File: src/rtl/etc_pkg.sv
// ----------------------------------------------------------------------------
// etc_pkg
// Shared types and constants of the escape-time pixel colour pipeline.
// ----------------------------------------------------------------------------
package etc_pkg;

   // iteration limit and widths
   localparam int ITERS   = 16;
   localparam int IDX_W   = 5;
   localparam int ZW      = 36;   // z while still bounded
   localparam int CW      = 62;   // seed point c
   localparam int DW      = 32;   // divisor / remainder
   localparam int DIV_N   = 33;   // bits of the dividend 2^32

   // escape limit 2.0 in Q.32
   localparam logic signed [36:0] ESC_HI = 37'sh0_2_0000_0000;
   localparam logic signed [36:0] ESC_LO = -37'sh0_2_0000_0000;

   // register map
   typedef enum logic [1:0] {
      CSR_SEED = 2'd0,
      CSR_XOFF = 2'd1,
      CSR_YOFF = 2'd2
   } etc_csr_type;

   // iteration token
   typedef struct packed {
      logic                    vld;
      logic                    esc;
      logic [IDX_W-1:0]        idx;
      logic signed [ZW-1:0]    z;
      logic signed [CW-1:0]    c;
   } etc_tok_type;

   // remainder token
   typedef struct packed {
      logic             vld;
      logic             esc;
      logic [IDX_W-1:0] idx;
      logic [DW-1:0]    dvs;
      logic [DW-1:0]    rem;
   } etc_div_type;

endpackage

File: src/rtl/etc_iter.sv
// ----------------------------------------------------------------------------
// etc_iter
// One round of z = z*z + c: square stage, then add and escape test.
// ----------------------------------------------------------------------------
module etc_iter (
   input  logic                              clock,
   input  logic                              reset,
   input  logic                              en,
   input  logic [etc_pkg::IDX_W-1:0]         round,
   input  etc_pkg::etc_tok_type              tok_i,
   output etc_pkg::etc_tok_type              tok_o
);

   logic signed [etc_pkg::ZW-1:0] zm;
   logic [65:0]                   sq_ff;
   etc_pkg::etc_tok_type          a_ff, tok_in, tok_ff;
   logic signed [36:0]            znew;
   logic                          esc_now;

   // z is below 2 here unless already escaped
   assign zm = tok_i.z[etc_pkg::ZW-1] ? -tok_i.z : tok_i.z;

   always_ff @(posedge clock) begin
      if (reset) begin
         a_ff.vld <= 1'b0;
      end else if (en) begin
         a_ff.vld <= tok_i.vld;
      end
      if (en) begin
         a_ff.esc <= tok_i.esc;
         a_ff.idx <= tok_i.idx;
         a_ff.z   <= tok_i.z;
         a_ff.c   <= tok_i.c;
         sq_ff    <= zm[32:0] * zm[32:0];
      end
   end

   // add c, test |z| >= 2
   assign znew    = $signed({3'b000, sq_ff[65:32]})
                  + {a_ff.c[etc_pkg::ZW-1], a_ff.c[etc_pkg::ZW-1:0]};
   assign esc_now = (znew >= etc_pkg::ESC_HI) || (znew <= etc_pkg::ESC_LO);

   always_comb begin
      tok_in = a_ff;
      if (!a_ff.esc) begin
         tok_in.z = znew[etc_pkg::ZW-1:0];
         if (esc_now) begin
            tok_in.esc = 1'b1;
            tok_in.idx = round;
         end
      end
   end

   always_ff @(posedge clock) begin
      if (reset) begin
         tok_ff.vld <= 1'b0;
      end else if (en) begin
         tok_ff.vld <= tok_in.vld;
      end
      if (en) begin
         tok_ff.esc <= tok_in.esc;
         tok_ff.idx <= tok_in.idx;
         tok_ff.z   <= tok_in.z;
         tok_ff.c   <= tok_in.c;
      end
   end

   assign tok_o = tok_ff;

endmodule

File: config.mk
export PLATFORM = sky130hd
export DESIGN_NAME = etc_iter
export DESIGN_NICKNAME = d
export VERILOG_FILES = /design/src/rtl/etc_pkg.sv /design/src/rtl/etc_iter.sv
export SDC_FILE = /design/constraint.sdc
export NUM_CORES = 2
export LEC_CHECK = 0
export BUFFER_PORTS_ARGS = -buffer_cell sky130_fd_sc_hd__buf_2
export CAP_MARGIN = 30
export CORE_UTILIZATION = 55
export DETAILED_ROUTE_END_ITERATION = 12
export HOLD_SLACK_MARGIN = 0.1
export PLACE_DENSITY = 0.73
export SYNTH_ARGS = -nofsm -noshare
export SYNTH_HDL_FRONTEND = slang
export SYNTH_SLANG_ARGS = --single-unit
export TNS_END_PERCENT = 20
File: constraint.sdc
create_clock -name clock -period 22.8 [get_ports clock]
set_clock_uncertainty 0.15 [all_clocks]
set_input_delay 2.28 -clock clock [delete_from_list [all_inputs] [get_ports clock]]
set_output_delay 2.28 -clock clock [all_outputs]
set_load 0.01 [all_outputs]
==> impl_metrics.py <==
metrics = {
    "clock_network": {
        "clock_latency_ps": 570,
        "clockBufferDepth": 3,
        "cts_setup_buffers": 0,
        "ctsResizeCount": 0,
        "path_clk_slew_ps": 70,
        "htreeDepth": 1,
        "cts_hold_buf": 0,
        "cts_made_buffers": 26,
        "cts_sinks": 244,
        "cts_root_buf": "clkbuf_16",
        "tritoncts": "built",
    },
    "sta": {
        "setup_slack_ps": 9390,
        "setup_tns_ps": 0,
        "slew_headroom_pct": 29.5,
        "hold_ws_ps": 269,
        "timing.final.crit_share_pct": 58.8,
        "report.final.slew_viol_count": 0,
        "hold_viol": 0,
        "max_slew.worst_pin.slew_ps": 1060,
        "fmax_mhz": 74.6,
        "min_period_ps": 13410,
        "setup_violations": 0,
        "rsz0062_at_grt": "no",
    },
    "placed_design": {
        "dpl.hpwl_um": 85500,
        "dp_slack_ps": 8990,
        "io_buffers": 217,
        "place_congestion": 0.973,
    },
    "worst_setup_path": {
        "endpoint_kind": "register",
        "criticalPathCategory": "in2reg",
        "start_kind": "primary input",
        "critPathSlowestCell": "clkinv_1",
        "crit_buf_inv": 9,
        "cp_top_family": "adder cells",
        "critical_path.max_fanout": 19,
        "critPathMaxStageDelay_ps": 810,
        "cp_data_arrival_time_ps": 13590,
        "crit_top_cell": "fa_1",
        "worstPathRequired_ps": 22980,
    },
    "yosys": {
        "synth_area_leaders": "fa_1 43%, edfxtp_1 18%, inv_1 11%, ha_1 9.2%, nand2_1 3.6%",
        "async_flop_share_pct": 0,
        "avgSynthCellArea_um2": 10.2,
        "yosys.area.top_type": "fa_1",
        "synth_nets": 5196,
        "synth_ff_type": "edfxtp_1",
        "synth_seq_cells": 244,
        "synth_cells": 3927,
        "seq_area_frac_synth_pct": 18.3,
        "synth_top_cell_area_share_pct": 43.3,
        "synth-edff-count": 242,
        "netlist_area_mm2": 0.0399,
        "synth_warnings": 0,
        "yosysUniqueCellTypes": 91,
    },
    "route": {
        "ant_nets": 0,
        "avgViaCountPerCell": 5.48,
        "dr.first_iter.drc_count": 2509,
        "vias": 27900,
        "drt-total-wl_um": 108000,
        "drc": 0,
        "post_drt_wl_per_cell_um": 21.2,
        "drtPass1Iterations": 8,
    },
    "global_routing": {
        "overflow": 0,
        "grt_start_max_net_pins": 100,
        "grt_pass1_vias": 29900,
        "grt_usage_pct": 30.4,
        "antenna_found_initial": 3,
        "grt_pass1_wl_um": 169000,
    },
    "final_layout": {
        "final_nets": 5390,
        "synthToLayoutAreaGrowth_pct": 8.38,
        "drive_gt1_share_pct": 9.74,
        "final_util_pct": 60.4,
    },
    "floorplanning": {
        "num_io_pins": 218,
        "dieHeight_um": 271,
        "fp.dieW_um": 271,
        "start_util_pct": 55.7,
        "placeableCoreArea_mm2": 0.0716,
        "core.rowCount": 98,
        "die_area_mm2": 0.0736,
    },
    "run": {
        "maxCapViolations": 0,
    },
    "outcome": {
        "status": "finished, final reports clean",
    },
    "hold_path": {
        "hold_class": "reg2reg",
    },
}
==> logic make-up (layout without fill, tap and decap cells) <==
| group | after synthesis | count (layout) | synth area share (%) |
|---|---|---|---|
| muxes | 27 | 27 | 0.790 |
| DFF | 244 | 244 | 18.3 |
| buffers and inverters | 1266 | 1478 | 12.0 |
| xor gates and xnor gates | 101 | 101 | 2.29 |
| and+or+nand+nor | 829 | 829 | 8.72 |
| AOI/OAI and AO/OA | 304 | 304 | 5.37 |
| adders and majority gates | 1156 | 1156 | 52.5 |
| other | 0 | 3 | 0 |
==> registers in the layout, summed over array words and instances (netlist names) <==
register  count
a_ff        104
sq_ff        35
tok_o       105
==> final timing paths <==
kind                  start    endpoint  slack (ps)  depth (start not counted)
setup reg to reg   a_ff[22]  tok_o[100]       18240                         12
hold reg to reg    a_ff[47]   tok_o[47]         270                          0
hold / removal     a_ff[47]   tok_o[47]         270                          0
setup / recovery  tok_i[64]   sq_ff[65]        9390                         38
==> per-stage QoR <==
step | std cells | area (um^2)
floorplan | 3927 | 39900
global placement | 5039 | 42300
detailed placement | 5042 | 42400
CTS | 5088 | 43200
global route | 5091 | 43200
finish | 5092 | 43200
==> synth_stat cells, drive strengths merged, types with 4 or more instances <==
cell        n
nand2     385
edfxtp    242
o211ai      5
xor2       31
nor2      321
nand4      16
a211o       5
or4         7
buf        40
mux2       21
a2111oi     6
nor4b       5
nor3       15
or2         6
o21ai      65
o21bai     13
o41ai       6
a21o       43
nor4        8
nand3      18
fa        863
or3         5
and3        8
and4        4
and2        6
clkbuf     74
nor2b       9
o21a       13
a21oi      79
o31ai       8
a211oi     11
clkinv      5
nand2b      8
nor3b       4
ha        293
a21boi      4
inv      1147
a31oi       7
mux2i       6
xnor2      70
==> per-layer routing <==
metal	vias to the layer above	part of all wire (%)	track usage, %
li1	12100	-	-
met1	14000	38	40.7
met3	287	12	7.93
met5	-	0.010	0
met2	1499	46	48.3
met4	2	4.2	10.3
==> placed cells by master, fill, tap and decap left out, types with 7 or more instances in the layout <==
master     instances
a211oi_1          11
a21o_1            43
a21oi_1           73
and3_1             8
buf_2            216
buf_4             60
clkbuf_1           7
clkbuf_16         26
clkinv_1           9
edfxtp_1         242
fa_1             863
ha_1             293
inv_1           1143
mux2_2            16
nand2_1          384
nand2b_1           8
nand3_1           18
nand4_1           16
nor2_1           320
nor2b_1            9
nor3_1            14
o21a_1            12
o21ai_0           51
o21ai_1            9
o21bai_1          12
o31ai_1            8
or4_1              7
xnor2_1           56
xnor2_2           13
xor2_1            22
xor2_2             8
==> layout make-up <==
class	count	area, um^2
Clock inverter	13	159
Fill cell	5872	28400
Timing Repair Buffer	280	1620
Multi-Input combinational cell	2417	28000
Clock buffer	33	677
Inverter	1152	4320
Tap cell	950	1190
Sequential cell	244	7310
Antenna cell	3	7.51
Power is not shown: default switching activity piles up to over one toggle a cycle in this logic, so the estimate is an artifact.
